--- src/sv/ixe_pkg.sv ---
`timescale 1ns / 1ps

package ixe_pkg;

   // Fixed field and state widths.
   localparam int VAL_W       = 48;
   localparam int FRAC_W      = 32;
   localparam int FDIG_W      = 4;
   localparam int CH_W        = 8;
   localparam int DIGIT_W     = 4;
   localparam int POW10_W     = 30;
   localparam int PROD_W      = 2 * VAL_W;
   localparam int MUL_CHUNK   = 16;
   localparam int QUEUE_DEPTH = 4;
   localparam int QIDX_W      = 2;

   // Character codes.
   localparam logic [CH_W-1:0] CH_PLUS  = 8'h2B;
   localparam logic [CH_W-1:0] CH_MINUS = 8'h2D;
   localparam logic [CH_W-1:0] CH_STAR  = 8'h2A;
   localparam logic [CH_W-1:0] CH_SLASH = 8'h2F;
   localparam logic [CH_W-1:0] CH_POINT = 8'h2E;
   localparam logic [CH_W-1:0] CH_ZERO  = 8'h30;
   localparam logic [CH_W-1:0] CH_NINE  = 8'h39;

   // Saturation limits of the 48-bit signed format.
   localparam logic [VAL_W-1:0] VAL_MAX     = {1'b0, {(VAL_W-1){1'b1}}};
   localparam logic [VAL_W-1:0] VAL_MIN     = {1'b1, {(VAL_W-1){1'b0}}};
   localparam logic [VAL_W:0]   MAG_CAP     = {1'b1, {VAL_W{1'b0}}};
   localparam logic [VAL_W:0]   MAG_NEG_LIM = {2'b01, {(VAL_W-1){1'b0}}};

   typedef enum logic [2:0] {
      TK_DIGIT,
      TK_POINT,
      TK_ADD,
      TK_SUB,
      TK_MUL,
      TK_DIV,
      TK_BAD
   } token_kind_type;

   typedef struct packed {
      token_kind_type     kind;
      logic [DIGIT_W-1:0] digit;
      logic               last;
      logic               expr_ok;
   } token_type;

   typedef enum logic [1:0] {
      MOP_NONE,
      MOP_MUL,
      MOP_DIV
   } mul_op_type;

   typedef enum logic [3:0] {
      BK_IDLE,
      BK_CONV,
      BK_CONV_WAIT,
      BK_APPLY,
      BK_MUL,
      BK_MUL_DONE,
      BK_DIV_START,
      BK_DIV_WAIT,
      BK_OPERATOR,
      BK_FOLD,
      BK_EMIT
   } back_state_type;

   typedef struct packed {
      logic [VAL_W-1:0] value;
      logic             err;
   } sat_type;

   function automatic logic [POW10_W-1:0] pow10(input logic [FDIG_W-1:0] d);
      logic [POW10_W-1:0] p;
      case (d)
         4'd1:    p = 30'd10;
         4'd2:    p = 30'd100;
         4'd3:    p = 30'd1000;
         4'd4:    p = 30'd10000;
         4'd5:    p = 30'd100000;
         4'd6:    p = 30'd1000000;
         4'd7:    p = 30'd10000000;
         4'd8:    p = 30'd100000000;
         4'd9:    p = 30'd1000000000;
         default: p = 30'd1;
      endcase
      return p;
   endfunction

   // Magnitude of a two's complement value; the most negative value maps to 2^47.
   function automatic logic [VAL_W-1:0] magnitude(input logic [VAL_W-1:0] v);
      return v[VAL_W-1] ? VAL_W'(~v + VAL_W'(1)) : v;
   endfunction

   // Gives a capped magnitude its sign and saturates to the signed range.
   function automatic sat_type apply_sign(input logic [VAL_W:0] mag, input logic neg);
      sat_type r;
      r.err = 1'b0;
      if (neg) begin
         if (mag > MAG_NEG_LIM) begin
            r.value = VAL_MIN;
            r.err   = 1'b1;
         end else begin
            r.value = VAL_W'(~mag + (VAL_W+1)'(1));
         end
      end else begin
         if (mag >= MAG_NEG_LIM) begin
            r.value = VAL_MAX;
            r.err   = 1'b1;
         end else begin
            r.value = mag[VAL_W-1:0];
         end
      end
      return r;
   endfunction

   // Saturates a 49-bit exact sum of two 48-bit signed values.
   function automatic sat_type sat_sum(input logic [VAL_W:0] s);
      sat_type r;
      if (s[VAL_W] != s[VAL_W-1]) begin
         r.value = s[VAL_W] ? VAL_MIN : VAL_MAX;
         r.err   = 1'b1;
      end else begin
         r.value = s[VAL_W-1:0];
         r.err   = 1'b0;
      end
      return r;
   endfunction

endpackage

--- src/sv/ixe_front.sv ---
`timescale 1ns / 1ps

// Classifies each character into a token and keeps the per-expression checks.
module ixe_front (
   input  logic                        clock,
   input  logic                        reset,
   input  logic                        req_valid,
   output logic                        req_stall,
   input  logic [ixe_pkg::CH_W-1:0]    req_ch,
   input  logic                        req_last,
   input  logic                        q_full,
   output logic                        q_push,
   output ixe_pkg::token_type          q_token
);

   logic [1:0] num_cnt_ff, num_cnt_in;
   logic       seen_op_ff, seen_op_in;
   logic       bad_ff, bad_in;
   logic       is_digit, is_point, is_op, is_bad, is_num;
   logic [1:0] cnt_eff;
   logic       accept;
   ixe_pkg::token_kind_type kind;

   assign req_stall = q_full;
   assign accept    = req_valid && !q_full;
   assign q_push    = accept;

   always_comb begin
      is_digit = (req_ch >= ixe_pkg::CH_ZERO) && (req_ch <= ixe_pkg::CH_NINE);
      is_point = (req_ch == ixe_pkg::CH_POINT);
      kind     = ixe_pkg::TK_BAD;
      if (is_digit) begin
         kind = ixe_pkg::TK_DIGIT;
      end else if (is_point) begin
         kind = ixe_pkg::TK_POINT;
      end else if (req_ch == ixe_pkg::CH_PLUS) begin
         kind = ixe_pkg::TK_ADD;
      end else if (req_ch == ixe_pkg::CH_MINUS) begin
         kind = ixe_pkg::TK_SUB;
      end else if (req_ch == ixe_pkg::CH_STAR) begin
         kind = ixe_pkg::TK_MUL;
      end else if (req_ch == ixe_pkg::CH_SLASH) begin
         kind = ixe_pkg::TK_DIV;
      end
      is_num = is_digit || is_point;
      is_op  = (kind == ixe_pkg::TK_ADD) || (kind == ixe_pkg::TK_SUB) ||
               (kind == ixe_pkg::TK_MUL) || (kind == ixe_pkg::TK_DIV);
      is_bad = (kind == ixe_pkg::TK_BAD);
      cnt_eff = (is_num && (num_cnt_ff != 2'd2)) ? num_cnt_ff + 2'd1 : num_cnt_ff;

      q_token.kind    = kind;
      q_token.digit   = ixe_pkg::DIGIT_W'(req_ch - ixe_pkg::CH_ZERO);
      q_token.last    = req_last;
      q_token.expr_ok = !(bad_ff || is_bad) && (cnt_eff == 2'd2) && (seen_op_ff || is_op);

      num_cnt_in = num_cnt_ff;
      seen_op_in = seen_op_ff;
      bad_in     = bad_ff;
      if (accept) begin
         if (req_last) begin
            num_cnt_in = 2'd0;
            seen_op_in = 1'b0;
            bad_in     = 1'b0;
         end else begin
            num_cnt_in = cnt_eff;
            seen_op_in = seen_op_ff || is_op;
            bad_in     = bad_ff || is_bad;
         end
      end
   end

   always_ff @(posedge clock) begin
      if (reset) begin
         num_cnt_ff <= 2'd0;
         seen_op_ff <= 1'b0;
         bad_ff     <= 1'b0;
      end else begin
         num_cnt_ff <= num_cnt_in;
         seen_op_ff <= seen_op_in;
         bad_ff     <= bad_in;
      end
   end

endmodule

--- src/sv/ixe_queue.sv ---
`timescale 1ns / 1ps

// Short token queue between the classifier and the evaluation engine.
module ixe_queue (
   input  logic               clock,
   input  logic               reset,
   input  logic               push,
   input  ixe_pkg::token_type push_token,
   input  logic               pop,
   output ixe_pkg::token_type head_token,
   output logic               full,
   output logic               empty
);

   ixe_pkg::token_type          slots_ff [ixe_pkg::QUEUE_DEPTH];
   logic [ixe_pkg::QIDX_W-1:0]  wr_ptr_ff, wr_ptr_in;
   logic [ixe_pkg::QIDX_W-1:0]  rd_ptr_ff, rd_ptr_in;
   logic [ixe_pkg::QIDX_W:0]    count_ff, count_in;
   logic                        do_push, do_pop;

   assign full       = (count_ff == (ixe_pkg::QIDX_W+1)'(ixe_pkg::QUEUE_DEPTH));
   assign empty      = (count_ff == '0);
   assign do_push    = push && !full;
   assign do_pop     = pop && !empty;
   assign head_token = slots_ff[rd_ptr_ff];

   always_comb begin
      wr_ptr_in = do_push ? wr_ptr_ff + 1'b1 : wr_ptr_ff;
      rd_ptr_in = do_pop  ? rd_ptr_ff + 1'b1 : rd_ptr_ff;
      count_in  = count_ff;
      if (do_push && !do_pop) begin
         count_in = count_ff + 1'b1;
      end else if (do_pop && !do_push) begin
         count_in = count_ff - 1'b1;
      end
   end

   always_ff @(posedge clock) begin
      if (do_push) begin
         slots_ff[wr_ptr_ff] <= push_token;
      end
   end

   always_ff @(posedge clock) begin
      if (reset) begin
         wr_ptr_ff <= '0;
         rd_ptr_ff <= '0;
         count_ff  <= '0;
      end else begin
         wr_ptr_ff <= wr_ptr_in;
         rd_ptr_ff <= rd_ptr_in;
         count_ff  <= count_in;
      end
   end

endmodule

--- src/sv/ixe_div.sv ---
`timescale 1ns / 1ps

// Restoring divider, one quotient bit per cycle.
module ixe_div #(
   parameter int NUM_W = 64
) (
   input  logic                      clock,
   input  logic                      reset,
   input  logic                      start,
   input  logic [NUM_W-1:0]          numer,
   input  logic [ixe_pkg::VAL_W-1:0] denom,
   output logic                      done,
   output logic [NUM_W-1:0]          quo
);

   localparam int CNT_W = $clog2(NUM_W + 1);

   logic                      busy_ff, busy_in;
   logic                      done_ff, done_in;
   logic [CNT_W-1:0]          cnt_ff, cnt_in;
   logic [NUM_W-1:0]          work_ff, work_in;
   logic [ixe_pkg::VAL_W-1:0] rem_ff, rem_in;
   logic [ixe_pkg::VAL_W-1:0] den_ff, den_in;
   logic [ixe_pkg::VAL_W:0]   rem_sh;
   logic                      ge;

   assign done = done_ff;
   assign quo  = work_ff;

   always_comb begin
      rem_sh  = {rem_ff, work_ff[NUM_W-1]};
      ge      = rem_sh >= {1'b0, den_ff};
      busy_in = busy_ff;
      done_in = 1'b0;
      cnt_in  = cnt_ff;
      work_in = work_ff;
      rem_in  = rem_ff;
      den_in  = den_ff;
      if (start) begin
         busy_in = 1'b1;
         cnt_in  = CNT_W'(NUM_W);
         work_in = numer;
         rem_in  = '0;
         den_in  = denom;
      end else if (busy_ff) begin
         work_in = {work_ff[NUM_W-2:0], ge};
         rem_in  = ge ? ixe_pkg::VAL_W'(rem_sh - {1'b0, den_ff}) : rem_sh[ixe_pkg::VAL_W-1:0];
         cnt_in  = cnt_ff - 1'b1;
         if (cnt_ff == CNT_W'(1)) begin
            busy_in = 1'b0;
            done_in = 1'b1;
         end
      end
   end

   always_ff @(posedge clock) begin
      work_ff <= work_in;
      rem_ff  <= rem_in;
      den_ff  <= den_in;
   end

   always_ff @(posedge clock) begin
      if (reset) begin
         busy_ff <= 1'b0;
         done_ff <= 1'b0;
         cnt_ff  <= '0;
      end else begin
         busy_ff <= busy_in;
         done_ff <= done_in;
         cnt_ff  <= cnt_in;
      end
   end

endmodule

--- src/sv/ixe_back.sv ---
`timescale 1ns / 1ps

// Evaluation engine: builds numbers, folds terms and sums, drives the result register.
module ixe_back #(
   parameter int FRAC_BITS           = 16,
   parameter int MAX_FRACTION_DIGITS = 9
) (
   input  logic                             clock,
   input  logic                             reset,
   input  logic                             q_empty,
   input  ixe_pkg::token_type               q_token,
   output logic                             q_pop,
   output logic                             rsp_valid,
   input  logic                             rsp_stall,
   output logic signed [ixe_pkg::VAL_W-1:0] rsp_value,
   output logic                             rsp_valid_res,
   output logic                             rsp_arith_error
);

   localparam int VW    = ixe_pkg::VAL_W;
   localparam int NUM_W = VW + FRAC_BITS;
   localparam logic [VW-1:0] INT_LIMIT = VW'(1) << (VW - 1 - FRAC_BITS);

   ixe_pkg::back_state_type state_ff, state_in;
   ixe_pkg::token_type      tok_ff, tok_in;
   ixe_pkg::mul_op_type     mul_op_ff, mul_op_in;

   logic [VW-1:0]                  sum_ff, sum_in;
   logic [VW-1:0]                  term_ff, term_in;
   logic [VW-1:0]                  ip_ff, ip_in;
   logic [ixe_pkg::FRAC_W-1:0]     frac_ff, frac_in;
   logic [ixe_pkg::FDIG_W-1:0]     fdig_ff, fdig_in;
   logic                           in_frac_ff, in_frac_in;
   logic                           add_op_ff, add_op_in;
   logic                           err_ff, err_in;
   logic                           final_ff, final_in;
   logic [VW-1:0]                  num_ff, num_in;
   logic [VW-1:0]                  mag_a_ff, mag_a_in;
   logic [VW-1:0]                  mag_b_ff, mag_b_in;
   logic                           neg_ff, neg_in;
   logic [ixe_pkg::PROD_W-1:0]     acc_ff, acc_in;
   logic [VW+ixe_pkg::MUL_CHUNK-1:0] pp_ff, pp_in;
   logic [1:0]                     mcnt_ff, mcnt_in;

   logic                           rsp_valid_ff, rsp_valid_in;
   logic [VW-1:0]                  rsp_value_ff, rsp_value_in;
   logic                           rsp_ok_ff, rsp_ok_in;
   logic                           rsp_err_ff, rsp_err_in;

   logic                           div_start, div_done;
   logic [NUM_W-1:0]               div_numer, div_quo;
   logic [VW-1:0]                  div_denom;
   logic                           emit_load;
   logic                           head_is_op;

   logic [ixe_pkg::POW10_W-1:0]    p10;
   logic [VW+3:0]                  ip_x10;
   logic [VW:0]                    conv_sum;
   logic [ixe_pkg::MUL_CHUNK-1:0]  b_chunk;
   logic [ixe_pkg::PROD_W-1:0]     pp_shifted;
   logic [ixe_pkg::PROD_W-FRAC_BITS-1:0] prod_sh;
   logic [VW:0]                    cap_mag;
   logic [VW:0]                    fold_raw;
   ixe_pkg::sat_type               sat_r;

   ixe_div #(
      .NUM_W (NUM_W)
   ) u_div (
      .clock (clock),
      .reset (reset),
      .start (div_start),
      .numer (div_numer),
      .denom (div_denom),
      .done  (div_done),
      .quo   (div_quo)
   );

   assign rsp_valid       = rsp_valid_ff;
   assign rsp_value       = rsp_value_ff;
   assign rsp_valid_res   = rsp_ok_ff;
   assign rsp_arith_error = rsp_err_ff;

   assign head_is_op = (q_token.kind == ixe_pkg::TK_ADD) || (q_token.kind == ixe_pkg::TK_SUB) ||
                       (q_token.kind == ixe_pkg::TK_MUL) || (q_token.kind == ixe_pkg::TK_DIV);
   assign emit_load  = (state_ff == ixe_pkg::BK_EMIT) && (!rsp_valid_ff || !rsp_stall);

   // Next state.
   always_comb begin
      state_in = state_ff;
      case (state_ff)
         ixe_pkg::BK_IDLE: begin
            if (!q_empty && (head_is_op || q_token.last)) begin
               state_in = ixe_pkg::BK_CONV;
            end
         end
         ixe_pkg::BK_CONV: begin
            if ((ip_ff < INT_LIMIT) && (fdig_ff != '0)) begin
               state_in = ixe_pkg::BK_CONV_WAIT;
            end else begin
               state_in = ixe_pkg::BK_APPLY;
            end
         end
         ixe_pkg::BK_CONV_WAIT: begin
            if (div_done) begin
               state_in = ixe_pkg::BK_APPLY;
            end
         end
         ixe_pkg::BK_APPLY: begin
            case (mul_op_ff)
               ixe_pkg::MOP_MUL: state_in = ixe_pkg::BK_MUL;
               ixe_pkg::MOP_DIV: begin
                  if (num_ff == '0) begin
                     state_in = final_ff ? ixe_pkg::BK_FOLD : ixe_pkg::BK_OPERATOR;
                  end else begin
                     state_in = ixe_pkg::BK_DIV_START;
                  end
               end
               default: state_in = final_ff ? ixe_pkg::BK_FOLD : ixe_pkg::BK_OPERATOR;
            endcase
         end
         ixe_pkg::BK_MUL: begin
            if (mcnt_ff == 2'd3) begin
               state_in = ixe_pkg::BK_MUL_DONE;
            end
         end
         ixe_pkg::BK_MUL_DONE: begin
            state_in = final_ff ? ixe_pkg::BK_FOLD : ixe_pkg::BK_OPERATOR;
         end
         ixe_pkg::BK_DIV_START: begin
            state_in = ixe_pkg::BK_DIV_WAIT;
         end
         ixe_pkg::BK_DIV_WAIT: begin
            if (div_done) begin
               state_in = final_ff ? ixe_pkg::BK_FOLD : ixe_pkg::BK_OPERATOR;
            end
         end
         ixe_pkg::BK_OPERATOR: begin
            state_in = tok_ff.last ? ixe_pkg::BK_CONV : ixe_pkg::BK_IDLE;
         end
         ixe_pkg::BK_FOLD: begin
            state_in = ixe_pkg::BK_EMIT;
         end
         ixe_pkg::BK_EMIT: begin
            if (emit_load) begin
               state_in = ixe_pkg::BK_IDLE;
            end
         end
         default: state_in = ixe_pkg::BK_IDLE;
      endcase
   end

   // Handshake and divider controls.
   always_comb begin
      p10       = ixe_pkg::pow10(fdig_ff);
      q_pop     = (state_ff == ixe_pkg::BK_IDLE) && !q_empty;
      div_start = 1'b0;
      div_numer = {mag_a_ff, FRAC_BITS'(0)};
      div_denom = mag_b_ff;
      case (state_ff)
         ixe_pkg::BK_CONV: begin
            div_start = (ip_ff < INT_LIMIT) && (fdig_ff != '0);
            div_numer = (NUM_W'(frac_ff) << FRAC_BITS) + NUM_W'(p10 >> 1);
            div_denom = VW'(p10);
         end
         ixe_pkg::BK_DIV_START: begin
            div_start = 1'b1;
         end
         default: begin
            div_start = 1'b0;
         end
      endcase
   end

   // Datapath.
   always_comb begin
      tok_in     = tok_ff;
      mul_op_in  = mul_op_ff;
      sum_in     = sum_ff;
      term_in    = term_ff;
      ip_in      = ip_ff;
      frac_in    = frac_ff;
      fdig_in    = fdig_ff;
      in_frac_in = in_frac_ff;
      add_op_in  = add_op_ff;
      err_in     = err_ff;
      final_in   = final_ff;
      num_in     = num_ff;
      mag_a_in   = mag_a_ff;
      mag_b_in   = mag_b_ff;
      neg_in     = neg_ff;
      acc_in     = acc_ff;
      pp_in      = pp_ff;
      mcnt_in    = mcnt_ff;

      rsp_valid_in = rsp_valid_ff && rsp_stall;
      rsp_value_in = rsp_value_ff;
      rsp_ok_in    = rsp_ok_ff;
      rsp_err_in   = rsp_err_ff;

      ip_x10   = ({4'b0, ip_ff} << 3) + ({4'b0, ip_ff} << 1) + (VW+4)'(q_token.digit);
      conv_sum = ((VW+1)'(ip_ff) << FRAC_BITS) + (VW+1)'(div_quo);
      fold_raw = add_op_ff ? {sum_ff[VW-1], sum_ff} - {term_ff[VW-1], term_ff}
                           : {sum_ff[VW-1], sum_ff} + {term_ff[VW-1], term_ff};
      prod_sh  = acc_ff[ixe_pkg::PROD_W-1:FRAC_BITS];
      cap_mag  = '0;
      sat_r    = '0;

      case (mcnt_ff)
         2'd0:    b_chunk = mag_b_ff[ixe_pkg::MUL_CHUNK-1:0];
         2'd1:    b_chunk = mag_b_ff[2*ixe_pkg::MUL_CHUNK-1:ixe_pkg::MUL_CHUNK];
         2'd2:    b_chunk = mag_b_ff[3*ixe_pkg::MUL_CHUNK-1:2*ixe_pkg::MUL_CHUNK];
         default: b_chunk = '0;
      endcase
      case (mcnt_ff)
         2'd2:    pp_shifted = ixe_pkg::PROD_W'(pp_ff) << ixe_pkg::MUL_CHUNK;
         2'd3:    pp_shifted = ixe_pkg::PROD_W'(pp_ff) << (2 * ixe_pkg::MUL_CHUNK);
         default: pp_shifted = ixe_pkg::PROD_W'(pp_ff);
      endcase

      case (state_ff)
         ixe_pkg::BK_IDLE: begin
            if (!q_empty) begin
               tok_in   = q_token;
               final_in = !head_is_op;
               case (q_token.kind)
                  ixe_pkg::TK_DIGIT: begin
                     if (in_frac_ff) begin
                        if (fdig_ff < ixe_pkg::FDIG_W'(MAX_FRACTION_DIGITS)) begin
                           frac_in = ixe_pkg::FRAC_W'((frac_ff << 3) + (frac_ff << 1) +
                                                      ixe_pkg::FRAC_W'(q_token.digit));
                           fdig_in = fdig_ff + 1'b1;
                        end
                     end else begin
                        ip_in = (ip_x10 > (VW+4)'(INT_LIMIT)) ? INT_LIMIT : VW'(ip_x10);
                     end
                  end
                  ixe_pkg::TK_POINT: begin
                     in_frac_in = 1'b1;
                  end
                  default: begin
                     in_frac_in = in_frac_ff;
                  end
               endcase
            end
         end
         ixe_pkg::BK_CONV: begin
            if (ip_ff >= INT_LIMIT) begin
               num_in = ixe_pkg::VAL_MAX;
               err_in = 1'b1;
            end else if (fdig_ff == '0) begin
               num_in = VW'(ip_ff << FRAC_BITS);
            end
         end
         ixe_pkg::BK_CONV_WAIT: begin
            if (div_done) begin
               if (conv_sum >= ixe_pkg::MAG_NEG_LIM) begin
                  num_in = ixe_pkg::VAL_MAX;
                  err_in = 1'b1;
               end else begin
                  num_in = conv_sum[VW-1:0];
               end
            end
         end
         ixe_pkg::BK_APPLY: begin
            // The number is consumed here, so the builder starts over.
            ip_in      = '0;
            frac_in    = '0;
            fdig_in    = '0;
            in_frac_in = 1'b0;
            mul_op_in  = ixe_pkg::MOP_NONE;
            mag_a_in   = ixe_pkg::magnitude(term_ff);
            mag_b_in   = ixe_pkg::magnitude(num_ff);
            neg_in     = term_ff[VW-1] ^ num_ff[VW-1];
            acc_in     = '0;
            mcnt_in    = 2'd0;
            case (mul_op_ff)
               ixe_pkg::MOP_MUL: begin
                  term_in = term_ff;
               end
               ixe_pkg::MOP_DIV: begin
                  if (num_ff == '0) begin
                     // Division by zero saturates toward the dividend's sign.
                     err_in = 1'b1;
                     if (term_ff[VW-1]) begin
                        term_in = ixe_pkg::VAL_MIN;
                     end else if (term_ff != '0) begin
                        term_in = ixe_pkg::VAL_MAX;
                     end
                  end
               end
               default: begin
                  term_in = num_ff;
               end
            endcase
         end
         ixe_pkg::BK_MUL: begin
            pp_in   = mag_a_ff * b_chunk;
            mcnt_in = mcnt_ff + 2'd1;
            if (mcnt_ff != 2'd0) begin
               acc_in = acc_ff + pp_shifted;
            end
         end
         ixe_pkg::BK_MUL_DONE: begin
            cap_mag = (prod_sh > (ixe_pkg::PROD_W-FRAC_BITS)'(ixe_pkg::MAG_CAP)) ?
                      ixe_pkg::MAG_CAP : (VW+1)'(prod_sh);
            sat_r   = ixe_pkg::apply_sign(cap_mag, neg_ff);
            term_in = sat_r.value;
            err_in  = err_ff || sat_r.err;
         end
         ixe_pkg::BK_DIV_WAIT: begin
            if (div_done) begin
               cap_mag = (div_quo > NUM_W'(ixe_pkg::MAG_CAP)) ?
                         ixe_pkg::MAG_CAP : (VW+1)'(div_quo);
               sat_r   = ixe_pkg::apply_sign(cap_mag, neg_ff);
               term_in = sat_r.value;
               err_in  = err_ff || sat_r.err;
            end
         end
         ixe_pkg::BK_OPERATOR: begin
            final_in = 1'b1;
            case (tok_ff.kind)
               ixe_pkg::TK_ADD, ixe_pkg::TK_SUB: begin
                  sat_r     = ixe_pkg::sat_sum(fold_raw);
                  sum_in    = sat_r.value;
                  err_in    = err_ff || sat_r.err;
                  term_in   = '0;
                  add_op_in = (tok_ff.kind == ixe_pkg::TK_SUB);
               end
               ixe_pkg::TK_MUL: mul_op_in = ixe_pkg::MOP_MUL;
               ixe_pkg::TK_DIV: mul_op_in = ixe_pkg::MOP_DIV;
               default:         mul_op_in = mul_op_ff;
            endcase
         end
         ixe_pkg::BK_FOLD: begin
            sat_r   = ixe_pkg::sat_sum(fold_raw);
            sum_in  = sat_r.value;
            err_in  = err_ff || sat_r.err;
            term_in = '0;
         end
         ixe_pkg::BK_EMIT: begin
            if (emit_load) begin
               rsp_valid_in = 1'b1;
               rsp_ok_in    = tok_ff.expr_ok;
               rsp_value_in = tok_ff.expr_ok ? sum_ff : '0;
               rsp_err_in   = tok_ff.expr_ok && err_ff;
               sum_in       = '0;
               term_in      = '0;
               add_op_in    = 1'b0;
               mul_op_in    = ixe_pkg::MOP_NONE;
               err_in       = 1'b0;
            end
         end
         default: begin
            err_in = err_ff;
         end
      endcase
   end

   always_ff @(posedge clock) begin
      tok_ff       <= tok_in;
      num_ff       <= num_in;
      mag_a_ff     <= mag_a_in;
      mag_b_ff     <= mag_b_in;
      neg_ff       <= neg_in;
      acc_ff       <= acc_in;
      pp_ff        <= pp_in;
      rsp_value_ff <= rsp_value_in;
      rsp_ok_ff    <= rsp_ok_in;
      rsp_err_ff   <= rsp_err_in;
   end

   always_ff @(posedge clock) begin
      if (reset) begin
         state_ff     <= ixe_pkg::BK_IDLE;
         mul_op_ff    <= ixe_pkg::MOP_NONE;
         sum_ff       <= '0;
         term_ff      <= '0;
         ip_ff        <= '0;
         frac_ff      <= '0;
         fdig_ff      <= '0;
         in_frac_ff   <= 1'b0;
         add_op_ff    <= 1'b0;
         err_ff       <= 1'b0;
         final_ff     <= 1'b0;
         mcnt_ff      <= 2'd0;
         rsp_valid_ff <= 1'b0;
      end else begin
         state_ff     <= state_in;
         mul_op_ff    <= mul_op_in;
         sum_ff       <= sum_in;
         term_ff      <= term_in;
         ip_ff        <= ip_in;
         frac_ff      <= frac_in;
         fdig_ff      <= fdig_in;
         in_frac_ff   <= in_frac_in;
         add_op_ff    <= add_op_in;
         err_ff       <= err_in;
         final_ff     <= final_in;
         mcnt_ff      <= mcnt_in;
         rsp_valid_ff <= rsp_valid_in;
      end
   end

endmodule

--- src/sv/infix_expression_evaluator.sv ---
`timescale 1ns / 1ps

// Four-function infix calculator that takes an expression one ASCII character per
// transaction on the req_ channel and returns one result transaction on the rsp_
// channel after the character flagged by req_last. Multiply and divide bind tighter
// than add and subtract, a missing operand counts as zero, and the result is a signed
// 48-bit fixed-point value with FRAC_BITS fraction bits; every step saturates and
// flags rsp_arith_error, which also reports division by zero. rsp_valid_res is low
// (and the value and error flag are zero) when the expression held a character other
// than a digit, point or operator, fewer than two digit or point characters, or no
// operator. A classifier accepts one character per cycle into a four-entry token
// queue while it is not full, so bursts are absorbed while the evaluation engine
// works. The engine takes a digit or point as it pops it; an operator first
// finishes the pending number, which for a number with a fraction costs one pass
// of the bit-serial divider over its 48 + FRAC_BITS numerator bits and a hand-over
// of the quotient, then a multiply (48x16 partial products, one per 16-bit chunk
// of the multiplier) or a divide (another divider pass), and for + or - a fold.
// Number conversion and division share the one divider; the final character adds
// one more number finish, a fold and the result load. The result sits in an
// output register, so the next expression's characters are accepted while it waits
// to be taken.
module infix_expression_evaluator #(
   parameter int FRAC_BITS           = 16,
   parameter int MAX_FRACTION_DIGITS = 9
) (
   input  logic                             clock,
   input  logic                             reset,
   input  logic                             req_valid,
   output logic                             req_stall,
   input  logic [7:0]                       req_ch,
   input  logic                             req_last,
   output logic                             rsp_valid,
   input  logic                             rsp_stall,
   output logic signed [47:0]               rsp_value,
   output logic                             rsp_valid_res,
   output logic                             rsp_arith_error
);

   // Tokens flowing from the classifier into the queue and out to the engine.
   ixe_pkg::token_type push_token;
   ixe_pkg::token_type head_token;
   logic               q_push;
   logic               q_pop;
   logic               q_full;
   logic               q_empty;

   // The classifier stalls the request side only when the queue is full.
   ixe_front u_front (
      .clock     (clock),
      .reset     (reset),
      .req_valid (req_valid),
      .req_stall (req_stall),
      .req_ch    (req_ch),
      .req_last  (req_last),
      .q_full    (q_full),
      .q_push    (q_push),
      .q_token   (push_token)
   );

   ixe_queue u_queue (
      .clock      (clock),
      .reset      (reset),
      .push       (q_push),
      .push_token (push_token),
      .pop        (q_pop),
      .head_token (head_token),
      .full       (q_full),
      .empty      (q_empty)
   );

   // The engine drains tokens and owns the result register.
   ixe_back #(
      .FRAC_BITS           (FRAC_BITS),
      .MAX_FRACTION_DIGITS (MAX_FRACTION_DIGITS)
   ) u_back (
      .clock           (clock),
      .reset           (reset),
      .q_empty         (q_empty),
      .q_token         (head_token),
      .q_pop           (q_pop),
      .rsp_valid       (rsp_valid),
      .rsp_stall       (rsp_stall),
      .rsp_value       (rsp_value),
      .rsp_valid_res   (rsp_valid_res),
      .rsp_arith_error (rsp_arith_error)
   );

endmodule
--- config.mk ---
export PLATFORM = sky130hd
export DESIGN_NAME = infix_expression_evaluator
export DESIGN_NICKNAME = d
export VERILOG_FILES = /design/src/sv/ixe_pkg.sv /design/src/sv/ixe_front.sv /design/src/sv/ixe_queue.sv /design/src/sv/ixe_div.sv /design/src/sv/ixe_back.sv /design/src/sv/infix_expression_evaluator.sv
export SDC_FILE = /design/constraint.sdc
export NUM_CORES = 2
export LEC_CHECK = 0
export ABC_AREA = 1
export ABC_CLOCK_PERIOD_IN_PS = 16700
export BUFFER_PORTS_ARGS = -buffer_cell sky130_fd_sc_hd__buf_2
export CAP_MARGIN = 10
export CORE_ASPECT_RATIO = 0.8
export CORE_UTILIZATION = 50
export CTS_BUF_LIST = sky130_fd_sc_hd__clkbuf_8 sky130_fd_sc_hd__clkbuf_16
export DETAILED_ROUTE_END_ITERATION = 7
export PLACE_DENSITY = 0.62
export REMOVE_ABC_BUFFERS = 1
export SYNTH_ARGS = -nofsm -noshare
export SYNTH_HDL_FRONTEND = slang
export SYNTH_SLANG_ARGS = --single-unit
--- constraint.sdc ---
create_clock -name clock -period 16.7 [get_ports clock]
set_input_delay 0.835 -clock clock [delete_from_list [all_inputs] [get_ports clock]]
set_output_delay 0.835 -clock clock [all_outputs]
set_load 0.005 [all_outputs]
**Yosys cells after proc, flatten, opt, wreduce, memory -nomap -nowiden**

Memory sizes are Yosys's and may differ from the RTL's. A register that Yosys moved wholly into a read port is not among the register bits.
Cells that the tools add are included.

- Output and inout bits: 52
- Bits in registers: 733
- Logic and storage cells: 346
- Memories: 2
- RAM bits: 36
- ROM bits: 480

- $add $sub $neg: 23
- $mul: 1
- Equal/unequal tests: 61
- Bitwise logic cells: 7
- Magnitude comparators: 14
- Reductions and logical operators: 76
- Mux-type cells: 120

Memories:

| memory | words | bits a word | rd ports | clocked after memory_dff | write ports | RTL line | source |
|---|---|---|---|---|---|---|---|
| (no name shown) | 16 | 30 | 1 | 1 | 0 | ixe_pkg.sv:76 | `case (d)` |
| u_queue.slots_ff | 4 | 9 | 1 | 1 | 1 | ixe_queue.sv:15 | `ixe_pkg::token_type slots_ff [ixe_pkg::QUEUE_DEPTH];` |

Operators with widths:

| kind | number |
|---|---|
| 48-bit 2-to-1 mux | 20 |
| 49-bit 2-to-1 mux | 12 |
| 96-bit one-hot mux with 2 select lines | 2 |
| 48-bit one-hot mux with 2 select lines | 3 |
| 48-bit one-hot mux with 6 select lines | 1 |
| 48-bit by 1-bit adder with 48-bit output (second input constant) | 4 |
| 64-bit 2-to-1 mux | 3 |
| 48-bit NOT | 4 |
| 49-bit by 48-bit greater-or-equal comparator with 1-bit output (second input constant) | 3 |
| 48-bit one-hot mux with 3 select lines | 1 |
| 47-bit 2-to-1 mux | 3 |
| 32-bit 2-to-1 mux | 4 |
| 49-bit by 48-bit greater-than comparator with 1-bit output (second input constant) | 2 |
| 96-bit adder | 1 |
| 96-bit 2-to-1 mux | 1 |
| 80-bit by 49-bit greater-than comparator with 1-bit output (second input constant) | 1 |
| 64-bit by 49-bit greater-than comparator with 1-bit output (second input constant) | 1 |
| 48-bit by 16-bit multiplier with 64-bit output | 1 |
| 32-bit one-hot mux with 2 select lines | 1 |
| 51-bit by 49-bit adder with 52-bit output | 1 |
| 52-bit by 4-bit adder with 52-bit output | 1 |
| 52-bit by 32-bit greater-than comparator with 1-bit output (second input constant) | 1 |
| 48-bit by 29-bit adder with 49-bit output | 1 |
| 48-bit by 48-bit adder with 49-bit output | 1 |
| 72 further kinds | 229 |

**Logic depth before layout (Yosys ltp)**

- Depth after elaboration: 13
- Mapped depth: 38

**Cells and area by module**

From an unflattened synthesis, not the netlist that was laid out.

- Cell total of the unflattened synthesis: 12747
- Area total of the unflattened synthesis: 89694.8 um^2

By module, submodules not included:

| module | area each (um^2) | cells an instance | instances |
|---|---|---|---|
| ixe_back | 75960.4 | 10807 | 1 |
| ixe_div | 11415.9 | 1707 | 1 |
| ixe_queue | 1860.5 | 156 | 1 |
| ixe_front | 457.9 | 77 | 1 |

**Worst setup path after synthesis**

OpenSTA, ideal clock, no wires.

- Path kind: register -> register
- From: register u_back.state_ff[3]
- To: register u_back.acc_ff[0] (netlist name) (enable)
- Arrival time: 9863 ps
- Required time: 16017 ps
- Stages on the path, launching flop included: 6
- Library setup time: 683 ps
- Slack: 6154 ps
- Buffers on the path: 0
- Cell sequence: dfxtp_1 nor2_1 inv_1 nor3_2 clkinv_1 o21ai_0

- Cells in the longest elaborated chain, start to end: 3
- Elaborated cells between the ends (all ways): 5

RTL lines:

| element | RTL line | source |
|---|---|---|
| start: declaration | ixe_back.sv:24 | `ixe_pkg::back_state_type state_ff, state_in;` |
| start signal: assignment | ixe_back.sv:374 | `state_ff <= ixe_pkg::BK_IDLE;` |
| start signal: assignment | ixe_back.sv:388 | `state_ff <= state_in;` |
| 4-bit by 3-bit equality test with 1-bit output or 4-bit by 2-bit equality test with 1-bit output (tied branches) | ixe_back.sv:220 | `case (state_ff)` |
| 2-bit by 1-bit != test with 1-bit output (no source line) or 2-bit nonzero test (tied branches) | - |  |
| 2-bit AND reduction (no source line) (*) | - |  |
| end signal: assignment | ixe_back.sv:365 | `acc_ff <= acc_in;` |
| end: declaration | ixe_back.sv:41 | `logic [ixe_pkg::PROD_W-1:0] acc_ff, acc_in;` |

Every way passes the cells marked *; elsewhere a longest branch is shown, timed or not.
A chain may end at the register's enable or synchronous reset.

**Worst setup path after layout**

- From: register u_back.mcnt_ff[1]
- To: register u_back.pp_ff[56] (netlist name) (data pin)

- Cells in the longest elaborated chain, start to end: 3
- Elaborated cells between the ends (all ways): 5

RTL lines:

| element | RTL line | source |
|---|---|---|
| start: declaration | ixe_back.sv:43 | `logic [1:0] mcnt_ff, mcnt_in;` |
| start signal: assignment | ixe_back.sv:399 | `mcnt_ff <= mcnt_in;` |
| 2-bit equality test (tied with other cells) | ixe_back.sv:208 | `case (mcnt_ff)` |
| 16-bit one-hot mux with 3 select lines (*) | ixe_back.sv:208 |  |
| 48-bit by 16-bit multiplier with 64-bit output (*) | ixe_back.sv:297 | `pp_in = mag_a_ff * b_chunk;` |
| end signal: assignment | ixe_back.sv:366 | `pp_ff <= pp_in;` |
| end: declaration | ixe_back.sv:42 | `logic [VW+ixe_pkg::MUL_CHUNK-1:0] pp_ff, pp_in;` |

Marks and branches as above.

==> flow_summary.json <==
{
  "mostFrequentLayoutCell": "nand2_1",
  "antenna_found_initial": 11,
  "syn_avg_cell_area_sq_um": 7.177,
  "failed_checks": "DRC",
  "ctsHtreeMaxLevel": 3,
  "tightest_slew_ns": 1.372,
  "synth-main-ff-cell": "edfxtp_1",
  "fmax_mhz": 95.77,
  "num-fill-cells": 16960,
  "reg2reg_depth": 26,
  "critPathSlowestCell": "clkinv_1",
  "viasPerCell": 5.933,
  "routed-via-count": 84630,
  "cts_made_buffers": 92,
  "drc_errors": 2,
  "reg2reg_slack_ns": 6.26,
  "rsz0062_at_grt": "false",
  "syn-cell-area_sq_mm": 0.08674,
  "slowest_delay_ns": 1.01,
  "hold_ws_ns": 0.3028,
  "fp.dieW_microns": 467.7,
  "grtUsageTotal": 0.3857,
  "timing.rr.end": "u_back.pp_ff[56]$_DFFE_PP_",
  "crit_end": "u_back.pp_ff[56]$_DFFE_PP_",
  "wire_per_inst_microns": 23.93,
  "setup_viol": 0,
  "area_delta_synth_final_pct": 6.344,
  "clk_latency_ns": 0.79,
  "period_minus_slack_ns": 10.44,
  "critPathKind": "reg -> reg",
  "crit_fanout": 50,
  "cp_common_cell": "fa_1",
  "grt_overflow": 0,
  "core_sq_mm": 0.1720,
  "drtIter0Drc": 10980,
  "die_y_microns": 374.5,
  "routabilityCongestion": 1.049,
  "synth_seq_area_share": 0.2419,
  "grt_pass1_vias": 79620,
  "cts_root_buf": "clkbuf_16",
  "synthArstFlopShare": 0,
  "postCtsSetupBuffers": 0,
  "seqCellArea_sq_mm": 0.02098,
  "fin_worst_skew_ns": 0.08057,
  "relSlewSlack": 0.07325,
  "nets": 13120,
  "ys_warn_count": 0,
  "clock_sinks": 794,
  "drive_above_1_share": 0.03872,
  "finalSetupTns_ns": 0,
  "cts_tree": "yes",
  "holdBufCountCts": 0,
  "critPathLaunch": "u_back.mcnt_ff[1]$_SDFFE_PP0P_",
  "grt_max_degree": 84,
  "drv_cap": 0,
  "std_cell_rows": 136,
  "ys_ff_latch": 794,
  "worst_ep_required_time_ns": 17.18,
  "crit_arrival_ns": 10.93,
  "post_cts_resized": 0,
  "cp-start-kind": "flip-flop",
  "drv_slew": 0,
  "status": "finished, violations left",
  "synthDistinctLibCells": 75,
  "layout_common_cells": "2,660 x nand2_1, 2,044 x inv_1, 1,369 x nor2_1, 999 x a21oi_1, 762 x o21ai_0",
  "dr.pass1.iters": 8,
  "hold_viol": 0,
  "syn_inst": 12090,
  "cts.clk_slew.worst_paths_ns": 0.07,
  "grt_pass1_wl_mm": 508.6,
  "r2r_start": "u_back.mcnt_ff[1]$_SDFFE_PP0P_",
  "multi_input_area_sq_mm": 0.05624,
  "period_share": 0.6253,
  "cts_buffer_depth": 3,
  "hold_depth": 1,
  "finalWirelength_mm": 341.3,
  "dp_slack_ns": 6.794,
  "place_hpwl_mm": 275.2,
  "io_pins": 65,
  "die_area_sq_mm": 0.1752,
  "io_buffers": 64,
  "setup_slack_ns": 6.258,
  "synth_edf_count": 508,
  "hp-class": "in -> reg",
  "start_util": 0.5042,
  "endpoint_kind": "flip-flop",
  "ant_nets": 0
}
==> flip-flops by register name, indices dropped and copies added, names as in the netlist, 3 cells and up, named ones only <==
signal	count
u_back.acc_ff	96
u_back.fdig_ff	4
u_back.frac_ff	32
u_back.ip_ff	48
u_back.mag_a_ff	48
u_back.mag_b_ff	48
u_back.num_ff	48
u_back.p10	23
u_back.pp_ff	64
u_back.rsp_value	48
u_back.state_ff	4
u_back.sum_ff	48
u_back.term_ff	48
u_back.tok_ff	5
u_back.u_div.cnt_ff	7
u_back.u_div.den_ff	48
u_back.u_div.quo	64
u_back.u_div.rem_ff	48
u_queue.count_ff	3
u_queue.slots_ff	36
==> final cells by class <==
cell class                 instances  area share
antenna                            4   0.0001085
timing repair buffer             158     0.01141
multi-input combinational       8782      0.6097
clock inverter                    73    0.009360
sequential                       794      0.2275
clock buffer                     101     0.02655
tap                             2277     0.03089
inverter                        2076     0.08452
==> metrics by stage <==
step	util	area, sq um	instances
after floorplan	-	84910	11650
after global placement	0.5167	88890	14090
after detailed placement	0.5167	88890	14090
after global routing	0.5361	92230	14260
final	0.5362	92240	14270
after CTS	0.5359	92200	14260
==> cells in the mapped netlist (7+ instances only) <==
cell type	number	area (sq um)
a32o_1	14	140.1
nand2_2	27	168.9
o21ai_1	23	115.1
fa_1	652	13050
dfxtp_1	286	5725
xnor2_1	125	1095
a21oi_1	1001	5010
o31ai_1	52	390.4
nand3_1	429	2147
a21boi_0	15	112.6
o211ai_1	68	510.5
a221oi_1	7	61.31
o21a_1	53	397.9
nor3_1	111	555.5
nor2_2	9	56.30
xor2_1	217	1901
nand4_1	104	650.6
o221ai_1	39	341.6
o21bai_1	29	217.7
nor2_1	1377	5169
edfxtp_1	508	15250
o21ai_0	763	3819
clkinv_1	22	82.58
nand3b_1	13	97.59
and3_1	9	56.30
inv_2	10	37.54
nor4_1	31	193.9
nand2_1	2664	10000
a21o_1	28	210.2
ha_1	549	6869
buf_2	73	365.4
o21ai_2	10	87.58
buf_1	34	127.6
inv_1	2044	7672
a211oi_1	14	105.1
o41ai_1	86	753.2
or2_2	24	150.1
a21oi_2	20	175.2
clkbuf_1	310	1164
o22ai_1	58	362.9
a31oi_1	113	706.9
==> kinds of logic after synthesis <==
group / share of synthesized area
AOI/OAI and AO/OA: 0.1580
xor gates and xnor gates: 0.03472
adders and majority gates: 0.2297
buffers and inverters: 0.1109
DFF: 0.2419
other: 0.00004323
and+or+nand+nor: 0.2248
==> per-layer routing <==
layer / GRT usage / up-vias / share of wire
met1: 0.5888 / 40410 / 0.45
met5: 0 / - / 0.000079
met2: 0.5232 / 4828 / 0.39
met3: 0.1057 / 649 / 0.13
li1: - / 38740 / -
met4: 0.1082 / 4 / 0.033
==> how the worst min path moves through the flow <==
stage	from	end
2_1_floorplan	u_queue.rd_ptr_ff[1]$_SDFFE_PP0P_	flip-flop
3_3_place_gp	u_back.u_div.cnt_ff[1]$_SDFFE_PP0P_	u_back.u_div.cnt_ff[1]$_SDFFE_PP0P_
3_5_place_dp	u_back.u_div.cnt_ff[1]$_SDFFE_PP0P_	u_back.u_div.cnt_ff[1]$_SDFFE_PP0P_
4_1_cts	req_last	u_queue.slots_ff[1][1]$_DFFE_PP_
5_1_grt	req_last	u_queue.slots_ff[2][1]$_DFFE_PP_
6_report	req_last	u_queue.slots_ff[2][1]$_DFFE_PP_
==> critical path, delay by kind of cell (launching register included) <==
family | cells | cell delay (ns)
adder cells (fa/ha/maj) | 8 | 3.72
buffers and inverters | 8 | 2.18
AND/OR/NAND/NOR | 5 | 1.68
AO/OA/AOI/OAI | 4 | 1.47
flip-flops | 1 | 0.72
XOR/XNOR | 1 | 0.21
Power is not shown: default switching activity piles up to over one toggle a cycle in this logic, so the estimate is an artifact.
